[src/design/gme_pkg.sv]
// ----------------------------------------------------------------------------
// gme_pkg: shared types and constants of the gradient magnitude edge map
// Field widths, register codes, the queue size and the item that travels
// from the line-store front end to the result back end.
// ----------------------------------------------------------------------------
package gme_pkg;

  localparam int PIX_W       = 8;
  localparam int CFG_W       = 13;
  localparam int COORD_W     = 12;
  localparam int ADDR_W      = 3;
  localparam int DATA_W      = 32;
  localparam int QUEUE_DEPTH = 4;
  localparam int QPTR_W      = $clog2(QUEUE_DEPTH);
  localparam int QCNT_W      = $clog2(QUEUE_DEPTH + 1);

  localparam logic [CFG_W-1:0] WIDTH_RESET  = 13'd640;
  localparam logic [CFG_W-1:0] HEIGHT_RESET = 13'd480;
  localparam logic [PIX_W-1:0] MAG_MAX      = 8'd255;

  typedef enum logic [0:0] {
    REG_FRAME_WIDTH,
    REG_FRAME_HEIGHT
  } gme_reg_t;

  typedef enum logic [1:0] {
    KIND_ABOVE,
    KIND_ROW_LEFT,
    KIND_FLUSH
  } gme_kind_t;

  typedef struct packed {
    logic [PIX_W-1:0]   pixel;
    logic [PIX_W-1:0]   a_left;
    logic [PIX_W-1:0]   a_center;
    logic [PIX_W-1:0]   a_right;
    logic [PIX_W-1:0]   b_center;
    logic [PIX_W-1:0]   rec0;
    logic [PIX_W-1:0]   rec1;
    logic [COORD_W-1:0] col;
    logic [COORD_W-1:0] row;
    logic               r_ge1;
    logic               r_ge2;
    logic               c_ge1;
    logic               c_ge2;
    logic               last_col;
    logic               last_row;
  } gme_item_t;

endpackage

[src/design/gme_back.sv]
// ----------------------------------------------------------------------------
// gme_back: result sequencing and gradient magnitude
// Walks through the one to three results of the item at the queue head,
// computes the saturated squared gradient and holds it in the output register.
// ----------------------------------------------------------------------------
module gme_back
  import gme_pkg::*;
(
  input  logic               clk,
  input  logic               rst,
  input  logic               head_valid,
  input  gme_item_t          head_item,
  output logic               pop,
  output logic               out_valid,
  input  logic               out_stall,
  output logic [PIX_W-1:0]   edge_value,
  output logic [COORD_W-1:0] out_column,
  output logic [COORD_W-1:0] out_row,
  output logic               last_of_run,
  output logic               end_of_frame
);

  logic [2:0]             done;
  logic [2:0]             need;
  logic [2:0]             cur_bit;
  gme_kind_t              kind;
  logic                   run_last;
  logic                   load;

  logic [PIX_W-1:0]       left;
  logic [PIX_W-1:0]       right;
  logic [PIX_W-1:0]       up;
  logic [PIX_W-1:0]       down;
  logic [COORD_W-1:0]     res_col;
  logic [COORD_W-1:0]     res_row;
  logic                   res_eof;

  logic signed [PIX_W:0]  dx;
  logic signed [PIX_W:0]  dy;
  logic signed [PIX_W:0]  dx_adj;
  logic signed [PIX_W:0]  dy_adj;
  logic signed [PIX_W-1:0] gx;
  logic signed [PIX_W-1:0] gy;
  logic [2*PIX_W-1:0]     sqx;
  logic [2*PIX_W-1:0]     sqy;
  logic [2*PIX_W:0]       sum;
  logic [PIX_W-1:0]       mag;

  assign need = {head_item.last_row & head_item.last_col,
                 head_item.last_row & head_item.c_ge1,
                 head_item.r_ge1} & ~done;

  always_comb begin
    priority if (need[0]) begin
      kind = KIND_ABOVE;
    end else if (need[1]) begin
      kind = KIND_ROW_LEFT;
    end else begin
      kind = KIND_FLUSH;
    end
  end

  always_comb begin
    unique case (kind)
      KIND_ABOVE: begin
        cur_bit = 3'b001;
        left    = head_item.c_ge1 ? head_item.a_left : head_item.a_center;
        right   = head_item.last_col ? head_item.a_center : head_item.a_right;
        up      = head_item.r_ge2 ? head_item.b_center : head_item.a_center;
        down    = head_item.pixel;
        res_col = head_item.col;
        res_row = head_item.row - COORD_W'(1);
        res_eof = 1'b0;
      end
      KIND_ROW_LEFT: begin
        cur_bit = 3'b010;
        left    = head_item.c_ge2 ? head_item.rec1 : head_item.rec0;
        right   = head_item.pixel;
        up      = head_item.r_ge1 ? head_item.a_left : head_item.rec0;
        down    = head_item.rec0;
        res_col = head_item.col - COORD_W'(1);
        res_row = head_item.row;
        res_eof = 1'b0;
      end
      KIND_FLUSH: begin
        cur_bit = 3'b100;
        left    = head_item.c_ge1 ? head_item.rec0 : head_item.pixel;
        right   = head_item.pixel;
        up      = head_item.r_ge1 ? head_item.a_center : head_item.pixel;
        down    = head_item.pixel;
        res_col = head_item.col;
        res_row = head_item.row;
        res_eof = 1'b1;
      end
      default: begin
        cur_bit = 3'b000;
        left    = '0;
        right   = '0;
        up      = '0;
        down    = '0;
        res_col = '0;
        res_row = '0;
        res_eof = 1'b0;
      end
    endcase
  end

  // Halving by the shift rounds down, so negative differences are bumped by one first to round toward zero.
  always_comb begin
    dx     = $signed({1'b0, right}) - $signed({1'b0, left});
    dy     = $signed({1'b0, down}) - $signed({1'b0, up});
    dx_adj = dx + $signed({{PIX_W{1'b0}}, dx[PIX_W]});
    dy_adj = dy + $signed({{PIX_W{1'b0}}, dy[PIX_W]});
    gx     = dx_adj[PIX_W:1];
    gy     = dy_adj[PIX_W:1];
    sqx    = gx * gx;
    sqy    = gy * gy;
    sum    = {1'b0, sqx} + {1'b0, sqy};
    mag    = (sum > (2*PIX_W+1)'(MAG_MAX)) ? MAG_MAX : sum[PIX_W-1:0];
  end

  assign run_last = ((need & ~cur_bit) == 3'b000);
  assign load     = head_valid && (!out_valid || !out_stall);
  assign pop      = load && run_last;

  always_ff @(posedge clk) begin
    if (rst) begin
      out_valid <= 1'b0;
      done      <= '0;
    end else begin
      if (load) begin
        out_valid <= 1'b1;
        done      <= run_last ? 3'b000 : (done | cur_bit);
      end else if (!out_stall) begin
        out_valid <= 1'b0;
      end
    end
  end

  always_ff @(posedge clk) begin
    if (load) begin
      edge_value   <= mag;
      out_column   <= res_col;
      out_row      <= res_row;
      last_of_run  <= run_last;
      end_of_frame <= res_eof;
    end
  end

endmodule

[config.mk]
export PLATFORM = sky130hd
export DESIGN_NAME = gme_back
export DESIGN_NICKNAME = d
export VERILOG_FILES = /design/src/design/gme_pkg.sv /design/src/design/gme_back.sv
export SDC_FILE = /design/constraint.sdc
export NUM_CORES = 1
export LEC_CHECK = 0
export ABC_AREA = 1
export BUFFER_PORTS_ARGS = -buffer_cell sky130_fd_sc_hd__buf_2
export CORE_MARGIN = 2
export CORE_UTILIZATION = 55
export DETAILED_ROUTE_END_ITERATION = 16
export PLACE_DENSITY = 0.79
export SLEW_MARGIN = 20
export SYNTH_ARGS = -nofsm -noshare
export SYNTH_HDL_FRONTEND = slang
export SYNTH_SLANG_ARGS = --single-unit
[constraint.sdc]
create_clock -name clk -period 26.1 [get_ports clk]
set_input_delay 5.22 -clock clk [delete_from_list [all_inputs] [get_ports clk]]
set_output_delay 5.22 -clock clk [all_outputs]
set_load 0.005 [all_outputs]
==> impl_metrics.yaml <==
drt:
  routed_wire_length_per_instance_um: 13.9
  route.antenna.remaining_nets: 0
  vias: 8011
  dr.pass1.iters: 6
  total_wire_length_mm: 21.3
  avgViaCountPerCell: 5.22
  initialDrtViolationCount: 656
  drc: 0
global_route:
  grt_remaining_overflow: 0
  number_of_global_route_vias_before_repair: 8032
  pin_count_of_the_biggest_net_entering_global_routing: 33
  groute.usage.overall_pct: 26.6
  grt_pass1_wl_mm: 36.7
  grt_antenna_before_repair: 0
timing:
  clock_skew_ns: 0.00589
  report.final.hold_viol_count: 0
  final.min_clock_period_ns: 15.27
  fmax_mhz: 65.5
  tightest_pin_transition_ns: 0.871
  unrepaired_setup_endpoints_after_global_routing: "false"
  relSlewSlack_pct: 41.7
  setup_viol: 0
  report.final.slew_viol_count: 0
  finalSetupTns_ns: 0
  final_min_period_over_clock_period_pct: 58.5
synthesis:
  post_synth_mux_area_share_pct: 0
  synth_common_cells: "268 x sky130_fd_sc_hd__inv_1, 229 x sky130_fd_sc_hd__nand2_1, 110 x sky130_fd_sc_hd__nor2_1, 93 x sky130_fd_sc_hd__fa_1, 83 x sky130_fd_sc_hd__ha_1"
  post-synth-top-count-cell: "sky130_fd_sc_hd__inv_1"
  synth-simple-area-share_pct: 22.9
  area_fraction_in_compound_gates_after_synthesis_pct: 10.9
  synthesis.area_um2: 8790
  synth_fa_ha_area_share_pct: 33.0
  postSynthRegisterBits: 38
  synthDistinctLibCells: 51
  post_synthesis_sequential_area_ratio_pct: 12.5
  synth-edff-count: 34
  synth_top_flop_cell: "sky130_fd_sc_hd__edfxtp_1"
  synth_fp_nets: 1468
  post_synth.cell_area_avg_um2: 7.31
  synth_top_cell_by_area: "sky130_fd_sc_hd__fa_1"
  ys_top_cells_by_area: "sky130_fd_sc_hd__fa_1 21%, sky130_fd_sc_hd__ha_1 12%, sky130_fd_sc_hd__edfxtp_1 12%, sky130_fd_sc_hd__inv_1 11%, sky130_fd_sc_hd__nand2_1 9.8%"
  synthesis.instances: 1202
  post_synth_xor_area_fraction_pct: 7.83
  synth_top_family_by_area: "adder cells"
  yosys_warnings: 0
  share_of_the_synthesized_area_in_the_top_cell_type_pct: 21.2
  async_reset_ff_share_pct: 0
final_layout:
  layout.cell_area.non_filler_um2: 9760
  finish.cell_count_without_fillers: 1535
  layout-drive-gt1-share_pct: 13.8
  num-fill-cells: 1494
  n_antenna_cell: 0
  area_growth_from_synthesis_to_final_layout_pct: 11.0
  finish.utilization_pct: 61.9
  finish.net_count: 1584
critical_path:
  worst_setup_path_end_kind: "register"
  critPathMaxStageDelay_ns: 0.69
  crit_path_top_delay_cell: "sky130_fd_sc_hd__nor2_1"
  arrival_ns: 15.26
  criticalPathCategory: "primary input to register"
  critical_path_peak_fanout: 27
  path_common_cell: "sky130_fd_sc_hd__nand2_1"
  crit_required_ns: 26.09
  setup.worst_path.start_class: "primary input"
placement:
  post-place-cells: 1527
  portBuffers: 125
  last_weighted_congestion_value_of_the_routability_driven_placer: 1.07
  placement.cell_area_um2: 9620
  hpwl_mm: 18.2
flow_run:
  cap_viol_max_count: 0
clocking:
  cts.sink_count: 38
  cts-buffers-inserted: 5
  cts_setup_buffers: 0
  cts_root_buf: "sky130_fd_sc_hd__clkbuf_16"
  clk_latency_ns: 0.28
  cts-resized-gates: 0
  cts_hold_buf: 0
  cts.path.max_buffers: 2
  clk_pin_slew_worst_paths_ns: 0.06
  htree_num_levels: 2
  cts_tree: "built"
run_status:
  result_of_the_run: "finished clean"
hold_path:
  worst_hold_path_type: "register to register"
die:
  placement_rows: 46
  die_area_um2: 17000
  boundaryPins: 126
  design.core.area_um2: 15800
  fp.dieH_um: 130
  initial_utilization_pct: 55.7
  die_width_um: 130
[area by class of cell]
class,instances,area [um^2],share of cell area [%]
clock inverters,2,10.0,0.103
repair buffers,126,633,6.49
inverters,278,1050,10.7
multi-input cells,869,6560,67.3
flip-flops and latches,38,1100,11.3
clock buffers,6,129,1.32
well taps,216,270,2.77
[cells in the final DEF (no fill, tap or decap), drive strengths merged, types with 2 or more instances in the layout]
cell    count
a221oi      9
a21oi      81
o21ai      50
nor3       13
clkbuf      6
nor3b       2
o211ai      4
fa         93
a31oi       3
nor2      124
inv       277
nand2     237
edfxtp     34
clkinv      3
ha         83
o21bai      2
xor2       47
xnor2      26
nand3      47
o21a        3
nor4        2
nand4      18
o22ai       2
a211oi      6
dfxtp       4
a21o        5
buf       126
or2         2
nand3b      6
[logic make-up (layout without fill, tap and decap cells)]
logic type | after synthesis | in the layout
xor+xnor | 73 | 73
fa+ha+maj | 176 | 176
flops | 38 | 38
simple gates | 451 | 451
buf+inv | 295 | 412
compound gates | 169 | 169
[state kept, by name (all words and copies together) (netlist names)]
register,count
out_column,12
out_row,12
edge_value,8
done,3
end_of_frame,1
last_of_run,1
out_valid,1
[metal layers]
| layer | up-vias | track usage, % | part of all wire, % |
|---|---|---|---|
| met5 | - | 0 | 0 |
| met4 | 0 | 6.76 | 2.2 |
| met3 | 42 | 3.14 | 5.7 |
| met2 | 252 | 46.8 | 48 |
| met1 | 3714 | 35.1 | 44 |
| li1 | 4003 | - | - |
[path summary, 6_finish.rpt]
path / start / slack [ns] / endpoint / depth (start not counted)
hold / removal: done[2] / 0.46 / done[2] / 2
hold reg to reg: done[2] / 0.46 / done[2] / 2
setup reg to reg: done[0] / 15.77 / edge_value[1] / 45
setup / recovery: head_item[5] / 10.83 / edge_value[1] / 47
[per-stage QoR]
stage,setup slack [ns],hold WS [ns]
3_3_place_gp,11.02,0.448
5_1_grt,9.86,0.498
4_1_cts,10.91,0.456
2_1_floorplan,12.47,0.428
6_report,10.83,0.460
3_5_place_dp,10.62,0.443
[critical path, delay by kind of cell]
kind                     cells  cell delay (ns)
buffers and inverters        8             1.07
XOR/XNOR                     2             0.44
adder cells (fa/ha/maj)      9             3.74
AND/OR/NAND/NOR             22             3.62
AO/OA/AOI/OAI                6             1.12
Power is not shown: default switching activity piles up to over one toggle a cycle in this logic, so the estimate is an artifact.
