===== config.mk =====
export PLATFORM = sky130hd
export DESIGN_NAME = gme_queue
export DESIGN_NICKNAME = d
export VERILOG_FILES = /design/src/design/gme_pkg.sv /design/src/design/gme_queue.sv
export SDC_FILE = /design/constraint.sdc
export NUM_CORES = 1
export LEC_CHECK = 0
export ABC_CLOCK_PERIOD_IN_PS = 5100
export BUFFER_PORTS_ARGS = -buffer_cell sky130_fd_sc_hd__buf_2
export CAP_MARGIN = 0
export CORE_ASPECT_RATIO = 1.1
export CORE_UTILIZATION = 55
export CTS_BUF_LIST = sky130_fd_sc_hd__clkbuf_8
export DETAILED_ROUTE_END_ITERATION = 10
export PLACE_DENSITY = 0.88
export SLEW_MARGIN = 20
export SYNTH_ARGS = -nofsm -noshare
export SYNTH_HDL_FRONTEND = slang
export SYNTH_SLANG_ARGS = --single-unit
export TNS_END_PERCENT = 10

===== constraint.sdc =====
create_clock -name clk -period 5.1 [get_ports clk]
set_clock_uncertainty 0.15 [all_clocks]
set_input_delay 1.02 -clock clk [delete_from_list [all_inputs] [get_ports clk]]
set_output_delay 1.02 -clock clk [all_outputs]
set_load 0.01 [all_outputs]

===== src/design/gme_pkg.sv =====
// ----------------------------------------------------------------------------
// gme_pkg: shared types and constants of the gradient magnitude edge map
// Field widths, register codes, the queue size and the item that travels
// from the line-store front end to the result back end.
// ----------------------------------------------------------------------------
package gme_pkg;

  localparam int PIX_W       = 8;
  localparam int CFG_W       = 13;
  localparam int COORD_W     = 12;
  localparam int ADDR_W      = 3;
  localparam int DATA_W      = 32;
  localparam int QUEUE_DEPTH = 4;
  localparam int QPTR_W      = $clog2(QUEUE_DEPTH);
  localparam int QCNT_W      = $clog2(QUEUE_DEPTH + 1);

  localparam logic [CFG_W-1:0] WIDTH_RESET  = 13'd640;
  localparam logic [CFG_W-1:0] HEIGHT_RESET = 13'd480;
  localparam logic [PIX_W-1:0] MAG_MAX      = 8'd255;

  typedef enum logic [0:0] {
    REG_FRAME_WIDTH,
    REG_FRAME_HEIGHT
  } gme_reg_t;

  typedef enum logic [1:0] {
    KIND_ABOVE,
    KIND_ROW_LEFT,
    KIND_FLUSH
  } gme_kind_t;

  typedef struct packed {
    logic [PIX_W-1:0]   pixel;
    logic [PIX_W-1:0]   a_left;
    logic [PIX_W-1:0]   a_center;
    logic [PIX_W-1:0]   a_right;
    logic [PIX_W-1:0]   b_center;
    logic [PIX_W-1:0]   rec0;
    logic [PIX_W-1:0]   rec1;
    logic [COORD_W-1:0] col;
    logic [COORD_W-1:0] row;
    logic               r_ge1;
    logic               r_ge2;
    logic               c_ge1;
    logic               c_ge2;
    logic               last_col;
    logic               last_row;
  } gme_item_t;

endpackage


===== src/design/gme_queue.sv =====
// ----------------------------------------------------------------------------
// gme_queue: item queue between front end and back end
// A small register queue that lets the intake run on while the back end
// emits the extra results of the final row.
// ----------------------------------------------------------------------------
module gme_queue
  import gme_pkg::*;
(
  input  logic              clk,
  input  logic              rst,
  input  logic              push_valid,
  input  gme_item_t         push_item,
  input  logic              pop,
  output logic              head_valid,
  output gme_item_t         head_item,
  output logic [QCNT_W-1:0] count
);

  gme_item_t          entries [QUEUE_DEPTH];
  logic [QPTR_W-1:0]  wr_ptr;
  logic [QPTR_W-1:0]  rd_ptr;

  always_ff @(posedge clk) begin
    if (rst) begin
      wr_ptr <= '0;
      rd_ptr <= '0;
      count  <= '0;
    end else begin
      if (push_valid) begin
        wr_ptr <= wr_ptr + QPTR_W'(1);
      end
      if (pop) begin
        rd_ptr <= rd_ptr + QPTR_W'(1);
      end
      count <= count + QCNT_W'(push_valid) - QCNT_W'(pop);
    end
  end

  always_ff @(posedge clk) begin
    if (push_valid) begin
      entries[wr_ptr] <= push_item;
    end
  end

  assign head_valid = (count != '0);
  assign head_item  = entries[rd_ptr];

endmodule


==> metrics.log, run 1 <==
[metrics] run status: completed
[metrics] buffer type at the clock tree root: sky130_fd_sc_hd__clkbuf_8
[metrics] final core utilization: 66.1%
[metrics] Synth Register Bits: 353
[metrics] count of unique library cells instantiated by Yosys: 20
[metrics] clock-pin slew on the worst setup and hold paths: 0.06 ns
[metrics] Vias/cell: 5.51
[metrics] Switching Share: 21.8%
[metrics] initial antenna violation count: 4
[metrics] height of the die: 162 um
[metrics] total clock buffers created by CTS: 53
[metrics] die area: 0.0240 mm^2
[metrics] Reg2Reg Capture Point: entries[1][77]$_DFFE_PP_
[metrics] last weighted congestion value of the routability-driven placer: 0.701
[metrics] max-capacitance violation count: 0
[metrics] endpoint required time on the critical path: 3.93 ns
[metrics] worst slack on hold paths: 0.397 ns
[metrics] Clk pwr share: 34.9%
[metrics] setup slack of the worst register-to-register path: 2.67 ns
[metrics] Netlist Area Pre-Place: 0.0129 mm^2
[metrics] achievable clock frequency: 261 MHz
[metrics] Pwr per Cell Area: 404 mW/mm^2
[metrics] via count of the first global-routing pass: 6551
[metrics] reported leakage power: 5.22 nW
[metrics] minimum period implied by the final worst setup slack: 3.83 ns
[metrics] Detailed Place HPWL: 13.7 mm
[metrics] routed via count: 5834
[metrics] Critical R2R Launch: wr_ptr[0]$_SDFFE_PP0P_
[metrics] Slowest-stage cell, CP: sky130_fd_sc_hd__dfxtp_4
[metrics] largest net degree at the start of global routing: 73
[metrics] clock insertion delay at the later pin of the skew report: 0.54 ns
[metrics] final period utilization: 75.1%
[metrics] number of buffers inserted by hold repair at cts: 0
[metrics] area share of the largest cell type after synthesis: 80.2%
[metrics] share of final-layout standard cells stronger than drive strength 1: 45.4%
[metrics] effective utilization at floorplan: 56.2%
[metrics] sum of negative setup slack: 0 ns
[metrics] number of nets produced by synthesis: 588
[metrics] average cell area after synthesis: 26.2 um^2
[metrics] GRT Residual Overflow: 0
[metrics] final-stage net count: 812
[metrics] internal power: 4.78 mW
[metrics] unrepaired setup endpoints after global routing: no
[metrics] Worst VDD drop: 237 uV
[metrics] initial detailed-routing violation count: 352
[metrics] DRC violation count after routing: 0
[metrics] leading cell types by total area after synthesis: sky130_fd_sc_hd__edfxtp_1 (80%), sky130_fd_sc_hd__mux4_2 (15%), sky130_fd_sc_hd__dfxtp_1 (1.4%)
[metrics] Die Wd: 148 um
[metrics] quantity of gates resized following cts: 0
[metrics] startpoint type of the worst setup path: register
[metrics] buffering stage count on the worst path with inverters included: 2
[metrics] number of sinks handled by clock tree synthesis: 353
[metrics] worst rel slew slack: 27.9%
[metrics] Antenna Violating Nets Remaining: 0
[metrics] Arrival @ worst endpoint: 2.66 ns
[metrics] first-pass GRT wire length: 35.3 mm
[metrics] Critical Path Sink: head_item[83]
[metrics] CTS tree: done
[metrics] post-DR wirelength/cell: 21.7 um
[metrics] number of I/O port buffers: 179
[metrics] instance count of the mapped netlist: 491
[metrics] cell chain of the critical path: buf_4, mux4_2, buf_2
[metrics] Final Setup Violations: 0
[metrics] setup repair bufs after CTS: 0
[metrics] number of search-and-repair iterations in the first detailed-routing pass: 4
[metrics] Critical Path End Type: output pin
[metrics] count of pins over their slew limit: 0
[metrics] growth of design area from synthesis to finish: 17.6%
[metrics] number of cells on the worst reg-to-reg path: 3
[metrics] Net Switching: 1.33 mW
[metrics] Critical Path Fanout Max: 47
[metrics] total routing usage reported by global routing: 19.8%
[metrics] Max clock buf depth: 3
[metrics] category of the most critical setup path: reg2out
[metrics] Std-Cell Core Area: 0.0229 mm^2
[metrics] critical path depth: 3
[metrics] part of the power in combinational logic: 9.4%
[metrics] max incr delay on CP: 0.99 ns
[metrics] count of final hold-check violations: 0
[metrics] number of top-level design ports: 180
[metrics] standard-cell rows: 58
[metrics] H-Tree Level Count: 2
[metrics] family with the most delay on the worst path: flip-flops
[metrics] synthesis warning total: 0
[metrics] leading area contributor after synthesis: sky130_fd_sc_hd__edfxtp_1
[metrics] slew at the pin closest to its max-slew limit: 1.08 ns
[metrics] worst hold path class: reg2reg
[metrics] sequential share of power: 55.7%
[metrics] Routed Wire Length: 22.9 mm
[metrics] sequential share of the synthesized area: 81.6%
## registers in the layout (all words and copies together) (netlist names), named ones only
register,flops
count,3
entries,344
rd_ptr,2
wr_ptr,2
## per-layer routing
| layer | vias to the layer above | routed length [um] | track usage [%] |
|---|---|---|---|
| li1 | 2556 | - | - |
| met1 | 2997 | 8690 | 23.5 |
| met2 | 238 | 12100 | 35.0 |
| met3 | 41 | 1710 | 5.49 |
| met4 | 2 | 449 | 6.28 |
| met5 | - | 17 | 0 |
## worst min-delay path by stage
stage / cells after the start / end / slack, ns / from
2_1_floorplan: 2 / register / 0.34 / rd_ptr[1]$_SDFFE_PP0P_
3_3_place_gp: 2 / register / 0.35 / rd_ptr[1]$_SDFFE_PP0P_
3_5_place_dp: 2 / register / 0.40 / rd_ptr[1]$_SDFFE_PP0P_
4_1_cts: 2 / register / 0.41 / rd_ptr[1]$_SDFFE_PP0P_
5_1_grt: 2 / register / 0.42 / rd_ptr[1]$_SDFFE_PP0P_
6_report: 2 / register / 0.40 / rd_ptr[1]$_SDFFE_PP0P_
## per-stage QoR
stage,cell area (um^2),cells,worst slack [ns],total power [mW]
after CTS,15100,1053,1.13,6.18
after global placement,14100,957,1.75,4.01
after global routing,15100,1057,1.01,6.35
after detailed placement,14100,957,1.72,4.05
final,15100,1058,1.27,6.12
after floorplan,12900,491,1.48,3.81
## cell usage after synthesis (all sizes together)
library cell and number:
nor2b 2, a21bo 1, mux4 86, clkbuf 4, inv 6, ha 6
dfxtp 9, nand3b 1, nor2 5, buf 16, or3 1, and2 4
xor3 1, edfxtp 344, a21oi 1, mux2i 1, fa 1, xnor2 2
## worst register-to-register path, cell delays in order, from the launching register on
cell and delay [ns]:
sky130_fd_sc_hd__dfxtp_1 0.42, sky130_fd_sc_hd__ha_1 0.19, sky130_fd_sc_hd__and2_4 0.84, sky130_fd_sc_hd__buf_4 0.49
## cell usage in the layout (no fill, tap or decap), types with 5 or more instances in the layout
master,count
sky130_fd_sc_hd__buf_2,179
sky130_fd_sc_hd__buf_4,6
sky130_fd_sc_hd__clkbuf_8,56
sky130_fd_sc_hd__clkinv_1,9
sky130_fd_sc_hd__dfxtp_1,7
sky130_fd_sc_hd__edfxtp_1,344
sky130_fd_sc_hd__ha_1,6
sky130_fd_sc_hd__inv_1,32
sky130_fd_sc_hd__mux4_2,86
sky130_fd_sc_hd__nor2_1,5
## power groups by stage
stage / logic [mW] / registers [mW] / clock network [mW]
final: 0.572 / 3.41 / 2.13
after global routing: 0.616 / 3.42 / 2.31
after CTS: 0.574 / 3.42 / 2.19
after detailed placement: 0.571 / 3.48 / 0
after global placement: 0.552 / 3.46 / 0
after floorplan: 0.377 / 3.43 / 0
## cell families after synthesis
| logic type | after synthesis | share of synthesized area [%] |
|---|---|---|
| flip-flops | 353 | 81.6 |
| AND/OR/NAND/NOR | 13 | 0.544 |
| AO/OA/AOI/OAI | 2 | 0.117 |
| buffers and inverters | 26 | 1.54 |
| adder cells (fa/ha/maj) | 7 | 0.738 |
| multiplexers | 87 | 15.1 |
| XOR/XNOR | 3 | 0.321 |
## cell type report
cell class | count | area [um^2]
tap | 300 | 375
clock buffer | 56 | 771
fill | 1500 | 7780
antenna | 2 | 5.00
timing repair buffer | 189 | 1040
inverter | 6 | 22.5
clock inverter | 40 | 234
multi-input combinational | 112 | 2180
sequential | 353 | 10500
(Power assumes the default switching activity.)
==> inputs of run 2 (changes only) <==
ABC_CLOCK_PERIOD_IN_PS = 3400   (was 5100)
CORE_UTILIZATION = 53   (was 55)
clock period = 3.4 ns   (was 5.1 ns; I/O delays follow)
==> metrics.log, run 2 (same netlist as run 1, synthesis figures left out) <==
[metrics] run status: completed
[metrics] max-capacitance violation count: 0
[metrics] registers with the highest flip-flop counts: entries x344, count x3
[metrics] Pwr per Cell Area: 585 mW/mm^2
[metrics] part of the power in combinational logic: 10.3%
[metrics] clock-pin slew on the worst setup and hold paths: 0.06 ns
[metrics] initial detailed-routing violation count: 359
[metrics] buffer type at the clock tree root: sky130_fd_sc_hd__clkbuf_8
[metrics] reported leakage power: 5.15 nW
[metrics] DRC violation count after routing: 0
[metrics] worst hold path class: in2reg
[metrics] worst rel slew slack: 69.9%
[metrics] count of pins over their slew limit: 0
[metrics] share of final-layout standard cells stronger than drive strength 1: 45.5%
[metrics] setup repair bufs after CTS: 0
[metrics] max incr delay on CP: 0.61 ns
[metrics] unrepaired setup endpoints after global routing: no
[metrics] total routing usage reported by global routing: 18.1%
[metrics] Switching Share: 22.0%
[metrics] first-pass GRT wire length: 33.4 mm
[metrics] family with the most delay on the worst path: flip-flops
[metrics] minimum period implied by the final worst setup slack: 2.95 ns
[metrics] start point of the worst hold path: push_item[7]
[metrics] Slowest-stage cell, CP: sky130_fd_sc_hd__dfxtp_4
[metrics] Critical R2R Launch: wr_ptr[0]$_SDFFE_PP0P_
[metrics] largest net degree at the start of global routing: 50
[metrics] number of top-level design ports: 180
[metrics] power consumption: 8.79 mW
[metrics] last weighted congestion value of the routability-driven placer: 0.724
[metrics] number of sinks handled by clock tree synthesis: 353
[metrics] Max clock buf depth: 3
[metrics] CTS tree: done
[metrics] most frequent cells in the layout: sky130_fd_sc_hd__edfxtp_1 (344), sky130_fd_sc_hd__buf_2 (179), sky130_fd_sc_hd__mux4_2 (86), sky130_fd_sc_hd__clkbuf_8 (53), sky130_fd_sc_hd__inv_1 (26)
[metrics] height of the die: 165 um
[metrics] Antenna Violating Nets Remaining: 0
[metrics] number of search-and-repair iterations in the first detailed-routing pass: 4
[metrics] final-stage net count: 813
[metrics] slew at the pin closest to its max-slew limit: 0.451 ns
[metrics] Final Setup Violations: 0
[metrics] clock insertion delay at the later pin of the skew report: 0.53 ns
[metrics] register with the most flip-flops: entries
[metrics] Net Switching: 1.93 mW
[metrics] final period utilization: 86.7%
[metrics] Die Wd: 151 um
[metrics] internal power: 6.86 mW
[metrics] standard-cell rows: 59
[metrics] sequential share of power: 57.6%
[metrics] achievable clock frequency: 339 MHz
[metrics] die area: 0.0249 mm^2
[metrics] growth of design area from synthesis to finish: 16.8%
[metrics] number of I/O port buffers: 179
[metrics] most frequent standard cell in the layout excluding fill and tap cells: sky130_fd_sc_hd__edfxtp_1
[metrics] count of final hold-check violations: 0
[metrics] quantity of gates resized following cts: 0
[metrics] effective utilization at floorplan: 54.2%
[metrics] number of buffers inserted by hold repair at cts: 0
[metrics] via count of the first global-routing pass: 6217
[metrics] H-Tree Level Count: 2
[metrics] Detailed Place HPWL: 13.9 mm
[metrics] Std-Cell Core Area: 0.0238 mm^2
[metrics] Critical Path End Type: output pin
[metrics] Critical Path Fanout Max: 28
[metrics] Arrival @ worst endpoint: 2.12 ns
[metrics] initial antenna violation count: 3
[metrics] endpoint required time on the critical path: 2.57 ns
[metrics] GRT Residual Overflow: 0
[metrics] total clock buffers created by CTS: 52
[metrics] routed via count: 5786
[metrics] Routed Wire Length: 22.3 mm
[metrics] Clk pwr share: 32.1%
[metrics] total placed cells including tap cells: 967
[metrics] number of flip-flops under the largest register name: 344
[metrics] startpoint type of the worst setup path: register
[metrics] Layout Cells excl Fill: 1055
[metrics] post-DR wirelength/cell: 21.1 um
[metrics] category of the most critical setup path: reg2out
[metrics] Vias/cell: 5.48
[metrics] sum of negative setup slack: 0 ns
[metrics] buffering stage count on the worst path with inverters included: 2
[metrics] Worst VDD drop: 387 uV
[metrics] cell chain of the critical path: buf_4, mux4_2, buf_2
[run 2: power by group through the flow]
stage                     Combinational, mW  Sequential [mW]  Clock [mW]
after floorplan                       0.566             5.15           0
after global placement                0.894             5.14           0
after detailed placement              0.925             5.16           0
after CTS                             0.930             5.07        2.90
after global routing                  0.989             5.08        3.07
final                                 0.908             5.07        2.82
[run 2: final cells by class]
type                    count  area (um^2)
flip-flops and latches    353        10500
fillers                  1582         8740
multi-input cells         112         2180
repair buffers            191         1070
clock buffers              53          729
well taps                 305          382
clock inverters            32          124
inverters                   6         22.5
diodes                      3         7.51
[run 2: per-layer routing]
metal | vias up | global-route usage (%) | part of all wire, %
met3 | 34 | 5.63 | 7.5
met2 | 196 | 30.6 | 52
met4 | 0 | 5.86 | 1.6
li1 | 2557 | - | -
met1 | 2999 | 22.4 | 39
met5 | - | 0 | 0
[run 2: final timing paths]
check / end / slack, ns / depth (start not counted)
worst max-delay path: head_item[27] / 0.45 / 3
worst min-delay path: entries[3][7]$_DFFE_PP_ / 0.20 / 1
worst max register to register: entries[0][46]$_DFFE_PP_ / 1.47 / 4
worst min register to register: rd_ptr[1]$_SDFFE_PP0P_ / 0.40 / 2
[run 2: worst register-to-register path: cells and delay by family (launching register included)]
family	cells	cell delay, ns
adders and majority gates	1	0.17
buffers and inverters	2	0.57
DFF	1	0.36
and+or+nand+nor	1	0.31
[run 2: metrics by stage]
stage,utilization [%],setup WS (ns),hold WS (ns),instance area (um^2)
6_report,63.2,0.452,0.196,15000
5_1_grt,63.2,0.327,0.156,15000
4_1_cts,63.2,0.376,0.152,15000
3_5_place_dp,59.6,0.977,0.384,14200
3_3_place_gp,59.6,0.998,0.361,14200
2_1_floorplan,-,0.119,0.342,12900
==> inputs of run 3 (changes only) <==
PLACE_DENSITY = unset   (was 0.88)
PLACE_DENSITY_LB_ADDON = 0.1   (was unset)
==> metrics.log, run 3 (same netlist as run 1, synthesis figures left out) <==
[metrics] total area of sequential cells: 0.0105 mm^2
[metrics] height of the die: 165 um
[metrics] total routing usage reported by global routing: 19.0%
[metrics] setup repair bufs after CTS: 0
[metrics] GR Util met3: 5.44%
[metrics] number of search-and-repair iterations in the first detailed-routing pass: 4
[metrics] worst rel slew slack: 58.3%
[metrics] routed via count: 5836
[metrics] family with the most delay on the worst path: flip-flops
[metrics] Vias/cell: 5.48
[metrics] most frequent standard cell in the layout excluding fill and tap cells: sky130_fd_sc_hd__edfxtp_1
[metrics] post-DR wirelength/cell: 21.6 um
[metrics] count of pins over their slew limit: 0
[metrics] number of sinks handled by clock tree synthesis: 353
[metrics] clock-pin slew on the worst setup and hold paths: 0.07 ns
[metrics] endpoint required time on the critical path: 2.57 ns
[metrics] total placed cells including tap cells: 967
[metrics] Die Wd: 151 um
[metrics] Max clock buf depth: 3
[metrics] initial detailed-routing violation count: 330
[metrics] most frequent cells in the layout: sky130_fd_sc_hd__edfxtp_1 (344), sky130_fd_sc_hd__buf_2 (179), sky130_fd_sc_hd__mux4_2 (86), sky130_fd_sc_hd__clkbuf_8 (56), sky130_fd_sc_hd__inv_1 (18)
[metrics] fill cell count: 1651
[metrics] largest net degree at the start of global routing: 62
[metrics] Layout Cells excl Fill: 1065
[metrics] number of flip-flops under the largest register name: 344
[metrics] minimum period implied by the final worst setup slack: 2.98 ns
[metrics] die area: 0.0249 mm^2
[metrics] cell chain of the critical path: buf_4, mux4_2, buf_2
[metrics] run status: completed
[metrics] Detailed Place HPWL: 13.8 mm
[metrics] quantity of gates resized following cts: 0
[metrics] register with the most flip-flops: entries
[metrics] worst hold path class: in2reg
[metrics] reported leakage power: 5.21 nW
[metrics] initial antenna violation count: 4
[metrics] achievable clock frequency: 336 MHz
[metrics] final period utilization: 87.6%
[metrics] H-Tree Level Count: 2
[metrics] max-capacitance violation count: 0
[metrics] count of final hold-check violations: 0
[metrics] category of the most critical setup path: reg2out
[metrics] standard-cell rows: 59
[metrics] share of final-layout standard cells stronger than drive strength 1: 46.9%
[metrics] Critical Path Fanout Max: 31
[metrics] number of I/O port buffers: 179
[metrics] DRC violation count after routing: 0
[metrics] GR peak layer: met2
[metrics] Std-Cell Core Area: 0.0238 mm^2
[metrics] Pwr per Cell Area: 606 mW/mm^2
[metrics] total clock buffers created by CTS: 53
[metrics] Critical Path End Type: output pin
[metrics] Routed Wire Length: 23.0 mm
[metrics] met1 GRT Util: 23.0%
[metrics] final-stage net count: 814
[metrics] growth of design area from synthesis to finish: 18.0%
[metrics] number of buffers inserted by hold repair at cts: 0
[metrics] buffer type at the clock tree root: sky130_fd_sc_hd__clkbuf_8
[metrics] Final Setup Violations: 0
[metrics] via count of the first global-routing pass: 6392
[metrics] GRT Residual Overflow: 0
[metrics] global routing met2 resource utilization: 32.9%
[metrics] buffering stage count on the worst path with inverters included: 2
[metrics] max incr delay on CP: 0.67 ns
[metrics] multi-input combinational cell area: 0.00218 mm^2
[metrics] clock insertion delay at the later pin of the skew report: 0.56 ns
[metrics] unrepaired setup endpoints after global routing: no
[metrics] first-pass GRT wire length: 34.5 mm
[metrics] last weighted congestion value of the routability-driven placer: 0.699
[metrics] Slowest-stage cell, CP: sky130_fd_sc_hd__dfxtp_4
[metrics] registers with the highest flip-flop counts: entries x344, count x3
[metrics] Worst VDD drop: 337 uV
[metrics] Arrival @ worst endpoint: 2.15 ns
[metrics] CTS tree: done
[metrics] Antenna Violating Nets Remaining: 0
[metrics] effective utilization at floorplan: 54.2%
[metrics] sum of negative setup slack: 0 ns
[metrics] startpoint type of the worst setup path: register
[metrics] number of top-level design ports: 180
[metrics] slew at the pin closest to its max-slew limit: 0.625 ns
==> run 3: path summary, 6_finish.rpt <==
path	slack, ns	depth (start not counted)	from	end
setup / recovery	0.42	3	register	head_item[2]
hold / removal	0.18	1	push_item[18]	entries[3][18]$_DFFE_PP_
setup reg to reg	1.38	3	wr_ptr[0]$_SDFFE_PP0P_	entries[3][71]$_DFFE_PP_
hold reg to reg	0.40	2	rd_ptr[1]$_SDFFE_PP0P_	register
==> run 3: power breakdown <==
group	internal (mW)	switching [mW]
Sequential	5.00	0.0628
Combinational	0.433	0.476
Clock	1.75	1.49
==> run 3: per-stage QoR <==
step                area, um^2  power [mW]  hold WS (ns)  worst slack (ns)  utilization, %
floorplan                12900        5.71         0.342             0.119               -
global placement         14200        6.06         0.357             0.966            59.6
detailed placement       14200        6.09         0.390             0.961            59.6
CTS                      15200        9.34         0.136             0.334            63.9
global route             15200        9.59         0.140             0.286            63.9
finish                   15200        9.21         0.181             0.422            63.9
==> run 3: cell type report <==
cell class | instances | share of cell area [%]
Antenna cell | 3 | 0.0494
Clock buffer | 56 | 5.07
Clock inverter | 39 | 1.61
Inverter | 6 | 0.148
Multi-Input combinational cell | 112 | 14.3
Sequential cell | 353 | 69.2
Tap cell | 305 | 2.51
Timing Repair Buffer | 191 | 7.06
==> run 3: per-layer routing <==
metal	wire length [um]	share of wire, %	up-vias
li1	-	-	2569
met1	8790	38	3049
met2	12100	53	172
met3	1560	6.8	44
met4	484	2.1	2
met5	13	0.057	-
